--- config.mk ---
export PLATFORM = sky130hd
export DESIGN_NAME = bounded_priority_queue_evict_lowest
export DESIGN_NICKNAME = d
export VERILOG_FILES = /design/src/rtl/bpq_pkg.sv /design/src/rtl/bpq_select.sv /design/src/rtl/bounded_priority_queue_evict_lowest.sv
export VERILOG_INCLUDE_DIRS = /design/src /design/src/rtl
export SDC_FILE = /design/constraint.sdc
export NUM_CORES = 1
export LEC_CHECK = 0
export ABC_CLOCK_PERIOD_IN_PS = 13800
export BUFFER_PORTS_ARGS = -buffer_cell sky130_fd_sc_hd__buf_4
export CAP_MARGIN = 10
export CORE_MARGIN = 5
export CORE_UTILIZATION = 40
export CTS_BUF_LIST = sky130_fd_sc_hd__clkbuf_8
export CTS_CLUSTER_DIAMETER = 60
export DETAILED_ROUTE_END_ITERATION = 8
export PLACE_DENSITY = 0.6
export SLEW_MARGIN = 20
export SYNTH_ARGS = -nofsm -noshare
export SYNTH_HDL_FRONTEND = slang
export SYNTH_SLANG_ARGS = --single-unit
export TNS_END_PERCENT = 5
--- constraint.sdc ---
create_clock -name clk -period 13.8 [get_ports clk]
set_clock_uncertainty 0.1 [all_clocks]
set_input_delay 0.69 -clock clk [delete_from_list [all_inputs] [get_ports clk]]
set_output_delay 0.69 -clock clk [all_outputs]
set_load 0.05 [all_outputs]
--- src/rtl/assert_macros.svh ---
// Assertion helpers included by the queue RTL.
`ifndef ASSERT_MACROS_SVH
`define ASSERT_MACROS_SVH

// Check a property on every rising edge outside reset.
`define ASSERT_CLK(label, prop, msg) \
	label: assert property (@(posedge clk) disable iff (!arst_n) (prop)) else $error(msg);

// Check that a condition implies another in the same cycle.
`define ASSERT_IMPL(label, ante, cons, msg) \
	label: assert property (@(posedge clk) disable iff (!arst_n) (ante) |-> (cons)) else $error(msg);

`endif

--- src/rtl/bpq_pkg.sv ---
`timescale 1ns / 1ps
package bpq_pkg;

	typedef enum logic [2:0] {
		ST_ADDED   = 3'd0,
		ST_EVICTED = 3'd1,
		ST_DROPPED = 3'd2,
		ST_SENT    = 3'd3,
		ST_EMPTY   = 3'd4
	} status_t;

	localparam logic REQ_ADD  = 1'b0;
	localparam logic REQ_SEND = 1'b1;

	localparam int FILL_BITS = 4;

endpackage

--- src/rtl/bpq_select.sv ---
`timescale 1ns / 1ps
// Compare tree over the slots: picks the valid slot with the highest
// (FIND_MAX = 1) or lowest priority, lowest index on ties.
module bpq_select #(
	parameter int DEPTH     = 8,
	parameter int PRIO_BITS = 8,
	parameter bit FIND_MAX  = 1'b1,
	localparam int IW = (DEPTH > 1) ? $clog2(DEPTH) : 1
) (
	input  logic [DEPTH-1:0]     valid,
	input  logic [PRIO_BITS-1:0] prio [DEPTH],
	output logic                 found,
	output logic [IW-1:0]        index,
	output logic [PRIO_BITS-1:0] best_prio
);

	localparam int LEAVES = 1 << IW;
	localparam int NODES  = 2 * LEAVES - 1;

	logic                 node_v [NODES];
	logic [PRIO_BITS-1:0] node_p [NODES];
	logic [IW-1:0]        node_i [NODES];

	genvar k;
	generate
		for (k = 0; k < LEAVES; k++) begin : g_leaf
			if (k < DEPTH) begin : g_real
				assign node_v[LEAVES-1+k] = valid[k];
				assign node_p[LEAVES-1+k] = prio[k];
			end else begin : g_pad
				assign node_v[LEAVES-1+k] = 1'b0;
				assign node_p[LEAVES-1+k] = '0;
			end
			assign node_i[LEAVES-1+k] = IW'(k);
		end

		for (k = 0; k < LEAVES - 1; k++) begin : g_node
			logic better;
			logic take_r;
			assign better = FIND_MAX ? (node_p[2*k+2] > node_p[2*k+1])
			                         : (node_p[2*k+2] < node_p[2*k+1]);
			// Left child holds the lower indexes: it wins unless the right is strictly better.
			assign take_r = node_v[2*k+2] && (!node_v[2*k+1] || better);
			assign node_v[k] = node_v[2*k+1] || node_v[2*k+2];
			assign node_p[k] = take_r ? node_p[2*k+2] : node_p[2*k+1];
			assign node_i[k] = take_r ? node_i[2*k+2] : node_i[2*k+1];
		end
	endgenerate

	assign found     = node_v[0];
	assign index     = node_i[0];
	assign best_prio = node_p[0];

endmodule

--- src/rtl/bounded_priority_queue_evict_lowest.sv ---
`timescale 1ns / 1ps
// Channel | Handshake          | Word
// in      | in_valid/in_ready   | req_type, msg_id, msg_priority
// out     | out_valid/out_ready | status, out_id, out_priority, fill_count
//
// One request per cycle sustained while the result register is not stalled.
// Each request passes an input register, then one pass of slot compare trees
// (free, lowest, highest) updates the slots and loads the result register.
// Reset clears all slot valid bits and the occupancy count; slot contents stay as is.
// A stalled result holds the pipeline; an empty input register still takes one word meanwhile.
`include "assert_macros.svh"
module bounded_priority_queue_evict_lowest import bpq_pkg::*; #(
	parameter int DEPTH     = 8,
	parameter int ID_BITS   = 16,
	parameter int PRIO_BITS = 8
) (
	input  logic                 clk,
	input  logic                 arst_n,
	input  logic                 in_valid,
	output logic                 in_ready,
	input  logic                 req_type,
	input  logic [ID_BITS-1:0]   msg_id,
	input  logic [PRIO_BITS-1:0] msg_priority,
	output logic                 out_valid,
	input  logic                 out_ready,
	output logic [2:0]           status,
	output logic [ID_BITS-1:0]   out_id,
	output logic [PRIO_BITS-1:0] out_priority,
	output logic [FILL_BITS-1:0] fill_count
);

	localparam int IW = $clog2(DEPTH);
	localparam int CW = $clog2(DEPTH + 1);

	// input register
	logic                 valid_s1;
	logic                 req_s1;
	logic [ID_BITS-1:0]   id_s1;
	logic [PRIO_BITS-1:0] prio_s1;

	// slot store
	logic [ID_BITS-1:0]   slot_id_q   [DEPTH];
	logic [PRIO_BITS-1:0] slot_prio_q [DEPTH];
	logic [DEPTH-1:0]     slot_valid_q;
	logic [CW-1:0]        occ_q;

	// result register
	logic                 out_valid_q;
	status_t              status_q;
	logic [ID_BITS-1:0]   out_id_q;
	logic [PRIO_BITS-1:0] out_prio_q;
	logic [FILL_BITS-1:0] fill_q;

	logic                 advance;
	logic                 free_found, low_found, high_found;
	logic [IW-1:0]        free_idx, low_idx, high_idx;
	logic [PRIO_BITS-1:0] free_prio, low_prio, high_prio;
	logic [PRIO_BITS-1:0] zero_prio [DEPTH];

	logic                 wr_en, set_v, clr_v, hit;
	logic [IW-1:0]        wr_idx, rd_idx;
	status_t              st_d;
	logic [CW-1:0]        occ_d;
	logic [CW+FILL_BITS-1:0] occ_ext;
	logic [PRIO_BITS-1:0] hit_prio;

	assign advance  = valid_s1 && (!out_valid_q || out_ready);
	assign in_ready = !valid_s1 || advance;

	always_ff @(posedge clk or negedge arst_n) begin
		if (!arst_n) begin
			valid_s1 <= 1'b0;
		end else if (in_ready) begin
			valid_s1 <= in_valid;
		end
	end

	always_ff @(posedge clk) begin
		if (in_valid && in_ready) begin
			req_s1  <= req_type;
			id_s1   <= msg_id;
			prio_s1 <= msg_priority;
		end
	end

	always_comb begin
		for (int i = 0; i < DEPTH; i++) begin
			zero_prio[i] = '0;
		end
	end

	// equal priorities make this a first-free-slot search
	bpq_select #(.DEPTH(DEPTH), .PRIO_BITS(PRIO_BITS), .FIND_MAX(1'b0)) u_free (
		.valid     (~slot_valid_q),
		.prio      (zero_prio),
		.found     (free_found),
		.index     (free_idx),
		.best_prio (free_prio)
	);

	bpq_select #(.DEPTH(DEPTH), .PRIO_BITS(PRIO_BITS), .FIND_MAX(1'b0)) u_low (
		.valid     (slot_valid_q),
		.prio      (slot_prio_q),
		.found     (low_found),
		.index     (low_idx),
		.best_prio (low_prio)
	);

	bpq_select #(.DEPTH(DEPTH), .PRIO_BITS(PRIO_BITS), .FIND_MAX(1'b1)) u_high (
		.valid     (slot_valid_q),
		.prio      (slot_prio_q),
		.found     (high_found),
		.index     (high_idx),
		.best_prio (high_prio)
	);

	always_comb begin
		wr_en    = 1'b0;
		set_v    = 1'b0;
		clr_v    = 1'b0;
		hit      = 1'b0;
		wr_idx   = free_idx;
		rd_idx   = high_idx;
		hit_prio = high_prio;
		st_d     = ST_DROPPED;
		occ_d    = occ_q;
		if (req_s1 == REQ_ADD) begin
			if (free_found) begin
				wr_en = 1'b1;
				set_v = 1'b1;
				st_d  = ST_ADDED;
				occ_d = occ_q + CW'(1);
			end else if (low_found && (low_prio < prio_s1)) begin
				// full: replace the weakest entry
				wr_en    = 1'b1;
				wr_idx   = low_idx;
				rd_idx   = low_idx;
				hit_prio = low_prio;
				hit      = 1'b1;
				st_d     = ST_EVICTED;
			end
		end else begin
			if (high_found) begin
				clr_v = 1'b1;
				hit   = 1'b1;
				st_d  = ST_SENT;
				occ_d = occ_q - CW'(1);
			end else begin
				st_d = ST_EMPTY;
			end
		end
	end

	assign occ_ext = {{FILL_BITS{1'b0}}, occ_d};

	always_ff @(posedge clk) begin
		if (advance && wr_en) begin
			slot_id_q[wr_idx]   <= id_s1;
			slot_prio_q[wr_idx] <= prio_s1;
		end
	end

	always_ff @(posedge clk or negedge arst_n) begin
		if (!arst_n) begin
			slot_valid_q <= '0;
			occ_q        <= '0;
		end else if (advance) begin
			if (set_v) begin
				slot_valid_q[wr_idx] <= 1'b1;
			end
			if (clr_v) begin
				slot_valid_q[rd_idx] <= 1'b0;
			end
			occ_q <= occ_d;
		end
	end

	always_ff @(posedge clk or negedge arst_n) begin
		if (!arst_n) begin
			out_valid_q <= 1'b0;
		end else if (advance) begin
			out_valid_q <= 1'b1;
		end else if (out_ready) begin
			out_valid_q <= 1'b0;
		end
	end

	always_ff @(posedge clk) begin
		if (advance) begin
			status_q   <= st_d;
			out_id_q   <= hit ? slot_id_q[rd_idx] : '0;
			out_prio_q <= hit ? hit_prio : '0;
			fill_q     <= occ_ext[FILL_BITS-1:0];
		end
	end

	assign out_valid    = out_valid_q;
	assign status       = status_q;
	assign out_id       = out_id_q;
	assign out_priority = out_prio_q;
	assign fill_count   = fill_q;

	`ASSERT_CLK(a_occ_matches, $countones(slot_valid_q) == occ_q, "occupancy differs from valid slots")
	`ASSERT_IMPL(a_evict_full, advance && req_s1 == REQ_ADD && !free_found, &slot_valid_q, "no free slot while not full")
	`ASSERT_IMPL(a_empty_zero, advance && req_s1 == REQ_SEND && !high_found, occ_q == '0, "empty report with entries held")
	`ASSERT_CLK(a_send_dec, advance && clr_v |=> occ_q == $past(occ_q) - CW'(1), "send did not drop occupancy")
	`ASSERT_IMPL(a_free_prio, free_found, free_prio == '0, "free search returned a nonzero key")

endmodule
# Yosys cells after proc, flatten, opt, wreduce, memory -nomap -nowiden
# Memory sizes are Yosys's and may differ from the RTL's. A register that Yosys moved wholly into a read port is not among the register bits.
# Cells that the tools add are included.
# W data, S select, Z words.
# totals
memories	1
regBits	118
ramBits	128
# mem_list
name	words	word_bits	read_ports	rd_ports_with_merged_regs	wr	line	source
slot_id_q	8	16	1	1	1	bounded_priority_queue_evict_lowest.sv:42	logic [ID_BITS-1:0] slot_id_q [DEPTH];
# op_classes
muxes	74
magnitude_cmp	21
n_bitwise	5
n_addsub	2
n_reduce_logical	76
# ops
operator	count
$mux W8	21
$bwmux W64	1
$lt A8 B8 Y1	8
$gt A8 B8 Y1	7
$mux W3	11
$logic_or A1 B1 Y1	30
$logic_and A1 B1 Y1	28
$mux W1	27
$demux W8 S3	1
$logic_not A1 Y1	17
$mux W2	8
$not A8 Y8	2
$mux W4	3
$and A8 B8 Y8	1
$lt A3 B4 Y1 const B	2
$or A8 B8 Y8	1
$demux W1 S3	2
$ge A3 B1 Y1 const B	2
$add A4 B1 Y4 const B	1
$ge A4 B4 Y1 const B	1
$lt A4 B1 Y1 const B	1
$not A3 Y4	1
$sub A4 B1 Y4 const B	1
$reduce_bool A2 Y1	1

# Depth between registers and ports, before layout
# depth
depth_word	26
mapped_depth	44
depth_no_buf	38

# Hierarchy
# Synthesis repeated with hierarchy kept, for this count alone.
# hier_totals
hier_cells	1458
area_unflattened_um2	16553.4
# by_module_without_submodules
module	area_per_inst_um2	n_inst	cells_per_inst	seq_area_each_um2
bounded_priority_queue_evict_lowest	9786.9	1	538	7797.5
bpq_select (u_high)	2429.8	1	326	0.0
bpq_select (u_free)	2205.9	1	293	0.0
bpq_select (u_low)	2130.8	1	301	0.0

# Worst setup path before layout
# OpenSTA, ideal clock, no wires.
# synth_timing
kind	reg2reg
start	reg slot_prio_q[37] in the netlist's numbering
end	mem slot_id_q[3][0], enable pin
path_slack_ps	4376
required_time_ps	13295
setup_ps	405
arrival_time_ps	8919
period_less_slack_ps	9424
stages_incl_launch_ff	39
cell_sequence	edfxtp_1 ha_1 a211o_1 a21oi_4 o211ai_2 a21oi_4 mux2i_1 inv_1 ha_1 a21o_1 a221o_1 a21oi_1 and2_1 nor2_1 o22ai_1 clkbuf_1 mux2i_1 inv_1 (+3 left out) nand2_1 o22a_1 or4_4 o21ai_4 clkbuf_1 nand2_1 o21ai_0 ha_1 a21o_1 a21o_1 a21oi_1 nand2_1 nor2_1 o211ai_1 a221o_1 nand2b_1 nand2_1 nor2_1
# synth_via
elab_chain_len	20
word_cells_on_any_way	26
# synth_lines
element	line	source
start, declared	bounded_priority_queue_evict_lowest.sv:43	logic [PRIO_BITS-1:0] slot_prio_q [DEPTH];
start signal, assigned by index	bounded_priority_queue_evict_lowest.sv:159	slot_prio_q[wr_idx] <= prio_s1;
$lt A8 B8 Y1	-	
$logic_or A1 B1 Y1	bpq_select.sv:43	assign take_r = node_v[2*k+2] && (!node_v[2*k+1] || better);
$logic_and A1 B1 Y1	bpq_select.sv:43	
$mux W8	bpq_select.sv:45	assign node_p[k] = take_r ? node_p[2*k+2] : node_p[2*k+1];
$lt A8 B8 Y1	bpq_select.sv:41	: (node_p[2*k+2] < node_p[2*k+1]);
$logic_or A1 B1 Y1	bpq_select.sv:43	
$logic_and A1 B1 Y1	bpq_select.sv:43	
$mux W8	bpq_select.sv:45	
(+4 left out)	-	
$lt A8 B8 Y1	bounded_priority_queue_evict_lowest.sv:133	end else if (low_found && (low_prio < prio_s1)) begin
$logic_and A1 B1 Y1	bounded_priority_queue_evict_lowest.sv:133	
$mux W1	bounded_priority_queue_evict_lowest.sv:133	
$mux W1	bounded_priority_queue_evict_lowest.sv:128	if (free_found) begin
$mux W1	bounded_priority_queue_evict_lowest.sv:127	if (req_s1 == REQ_ADD) begin
$logic_and A1 B1 Y1	bounded_priority_queue_evict_lowest.sv:157	if (advance && wr_en) begin
$mux W1	bounded_priority_queue_evict_lowest.sv:157	
$mux W1 (not written as such)	bounded_priority_queue_evict_lowest.sv:158	slot_id_q[wr_idx] <= id_s1;
end, declared	bounded_priority_queue_evict_lowest.sv:42	
# Parallel ways exist; a longest one is shown, timed or not.

# Final worst setup path
# layout_timing
start	reg slot_prio_q[53] in the netlist's numbering
end	reg out_id_q[14], in the netlist out_id[14] (read register of slot_id_q) (data pin)
# layout_via
elab_chain_len	18
word_cells_on_any_way	38
# layout_lines
element	line	source
$lt A8 B8 Y1	bpq_select.sv:41	
$logic_or A1 B1 Y1	bpq_select.sv:43	
$logic_and A1 B1 Y1	bpq_select.sv:43	
$mux W8	bpq_select.sv:45	
$lt A8 B8 Y1	bpq_select.sv:41	
$logic_or A1 B1 Y1	bpq_select.sv:43	
$logic_and A1 B1 Y1	bpq_select.sv:43	
$mux W8	bpq_select.sv:45	
(+2 left out)	-	
$logic_and A1 B1 Y1	bpq_select.sv:43	
$mux W8	bpq_select.sv:45	
$lt A8 B8 Y1	bounded_priority_queue_evict_lowest.sv:133	
$logic_and A1 B1 Y1	bounded_priority_queue_evict_lowest.sv:133	
$mux W1	bounded_priority_queue_evict_lowest.sv:133	
$mux W1	bounded_priority_queue_evict_lowest.sv:128	
$mux W1	bounded_priority_queue_evict_lowest.sv:127	
$logic_not A1 Y1 (no source line)	-	
end, declared	bounded_priority_queue_evict_lowest.sv:50	logic [ID_BITS-1:0] out_id_q;
# Parallel ways exist; a longest one is shown, timed or not.
# A chain may end at the register's enable or synchronous reset.

==> results.cfg <==
[status]
status = finished clean

[clocking]
path_clk_slew_ns = 0.06
insertion_delay_ns = 0.62
cts_buffers = 45
clock_sinks = 262
cts_setup_buffers = 0
clock_path_buffers = 3
cts_resized = 0
clockRootBuffer = clkbuf_8
cts_tree = done
cts_hold_buf = 1
htree_levels = 2

[power]
powerDensity_nw_per_um2 = 230
max-vdd-ir-drop_mv = 0.151
finalPower_mw = 3.74
p_leak_nw = 6.46

[floorplan]
die_y_um = 199
core_um2 = 35500
die_x_um = 199
rows = 69
die_area_um2 = 39800
io_pins = 62
start_util_pct = 40.5

[sta]
post-route-period-util_pct = 78.5
fin_crit_ns = 10.83
hold_viol = 0
fmax_ghz = 0.0923
finalSetupViolCount = 0
finalMaxSlewViolations = 0
worstMarginPinSlew_ns = 1.13
relSlewSlack_pct = 24.9
whs_ns = 0.145
tns_ns = 0
rsz0062_at_grt = false

[critical_path]
worstPathMaxFanout = 64
r2r_start = slot_prio_q[53]$_DFFE_PP_
end_kind = flop
path_class = flop to flop
rr_worst_depth = 38
cpMostUsedCell = a21oi_1
cp.arrival_ns = 11.13
cp-startpoint = slot_prio_q[53]$_DFFE_PP_
critPathMaxStageDelay_ns = 0.70
cp_slowest_cell = nand3_1
crit_required_ns = 14.09
start_kind = flop

[drt]
drc_errors = 0
antenna_left = 0
dr.pass1.iters = 6
via_count = 10780
finalWirelength_um = 40200
via_per_inst = 5.90
wire_per_inst_um = 22.0
drtIter0Drc = 1086

[hold_path]
whs_path_depth = 1
worstHoldPathType = input port to flop
min-delay-start = msg_id[2]

[global_route]
grt_first_pass_wirelength_um = 60300
grt_pass1_vias = 10486
grt_usage_pct = 19.9
grt_max_degree = 65
overflow = 0
antenna_found_initial = 0

[place]
placed_area_um2 = 15300
dp_cells = 1743
dp_hpwl_um = 27700
portBuffers = 61
place.gp.congestion = 0.990

[synth]
synth_edf_count = 248
synth_area_um2 = 14400
seq_area_frac_synth_pct = 54.3
synth_top_area_cell = edfxtp_1
synth_mux_area_share_pct = 4.41
yosys.area_share.simple_pct = 9.95
synthFlopType = edfxtp_1
synthAdderAreaFrac_pct = 7.23
async_flop_share_pct = 5.34
yosys-top-cells-count = edfxtp_1 (248), nand2_1 (144), nor2_1 (87)
synth_top_area_share_pct = 51.9
avgSynthCellArea_um2 = 11.4
syn_inst = 1261
synth_compound_area_share_pct = 19.9
yosysMostFrequentCell = edfxtp_1
synth_top_family_by_area = compound AO/OA/AOI/OAI gates
synth_top_cells_by_area = edfxtp_1 (52%), ha_1 (7.2%), mux2i_1 (4.3%)
synth-xor-area-share_pct = 0.305
syn_nets = 1373
synthDistinctLibCells = 70
ys_seq_elements = 262
ys_warn_count = 0

[layout]
final_nets = 1442
fin_cells = 1827
drive_above_1_share_pct = 13.3
final_cell_area_um2 = 16300
synthToLayoutAreaGrowth_pct = 13.3
n_antenna_cell = 0

[run]
maxCapViolCount = 0
==> logic make-up after synthesis <==
group,after synthesis
AOI/OAI and AO/OA,386
xor gates and xnor gates,5
adders and majority gates,83
buffers and inverters,141
DFF,262
muxes,63
and+or+nand+nor,321
==> layout make-up <==
type	count	area, um2
well taps	461	577
repair buffers	82	618
fillers	3267	19200
clock buffers	47	647
clock inverters	36	274
multi-input cells	858	6050
inverters	81	304
flip-flops and latches	262	7800
==> metal layers <==
layer | track usage (%) | vias to the layer above | part of all wire [%]
met1 | 25.8 | 5259 | 42
met2 | 31.9 | 409 | 47
met3 | 4.30 | 99 | 6.9
li1 | - | 5013 | -
met5 | 0 | - | 0
met4 | 9.11 | 0 | 4.2
==> per-stage QoR <==
| step | worst slack (ns) | util, % |
|---|---|---|
| global route | 2.31 | 45.8 |
| CTS | 2.74 | 45.8 |
| finish | 2.97 | 45.8 |
| global placement | 3.10 | 43.2 |
| floorplan | 4.38 | - |
| detailed placement | 2.83 | 43.2 |
==> placed cells by master, fill, tap and decap left out, drive strengths merged, types with 7 or more instances in the layout <==
master,count
clkbuf,47
o21a,17
a31oi,14
o211a,31
o211ai,17
nand2,144
o221ai,18
a21oi,78
buf,81
dfrtp,14
nor2,87
nand4,19
a21o,12
clkinv,21
and2,11
ha,83
edfxtp,248
o21ai,61
a311oi,31
and3,7
o22a,17
a211oi,38
nand2b,7
a211o,8
mux2i,61
inv,90
nand3,19
==> registers in the layout, indices dropped and copies added (netlist names) <==
register / cells
fill_count: 4
id_s1: 16
occ_q: 4
out_id: 16
out_priority: 8
out_valid: 1
prio_s1: 8
req_s1: 1
slot_id_q: 128
slot_prio_q: 64
slot_valid_q: 8
status: 3
valid_s1: 1
==> worst max-delay path: cells and delay by family, from the launching register on <==
kind,cells,cell delay (ns)
AO/OA/AOI/OAI,17,4.47
multiplexers,1,0.32
adder cells (fa/ha/maj),4,1.28
buffers and inverters,4,1.23
flip-flops,1,0.42
AND/OR/NAND/NOR,12,2.75
==> final timing paths <==
path	end	slack [ns]
worst max register to register	out_id[14]$_SDFFCE_PN0P_	2.97
worst min-delay path	id_s1[2]$_DFFE_PP_	0.15
min in group asynchronous	out_valid$_DFFE_PN0P_	0.37
worst max-delay path	out_id[14]$_SDFFCE_PN0P_	2.97
max in group asynchronous	slot_valid_q[6]$_DFFE_PN0P_	13.05
worst min register to register	occ_q[3]$_DFFE_PN0P_	0.40
==> where the power goes <==
| part | total, mW | internal (mW) | switching [mW] |
|---|---|---|---|
| combinational | 1.94 | 0.666 | 1.28 |
| clock | 0.719 | 0.382 | 0.337 |
| sequential | 1.07 | 0.991 | 0.0833 |
(Power assumes the default switching activity.)
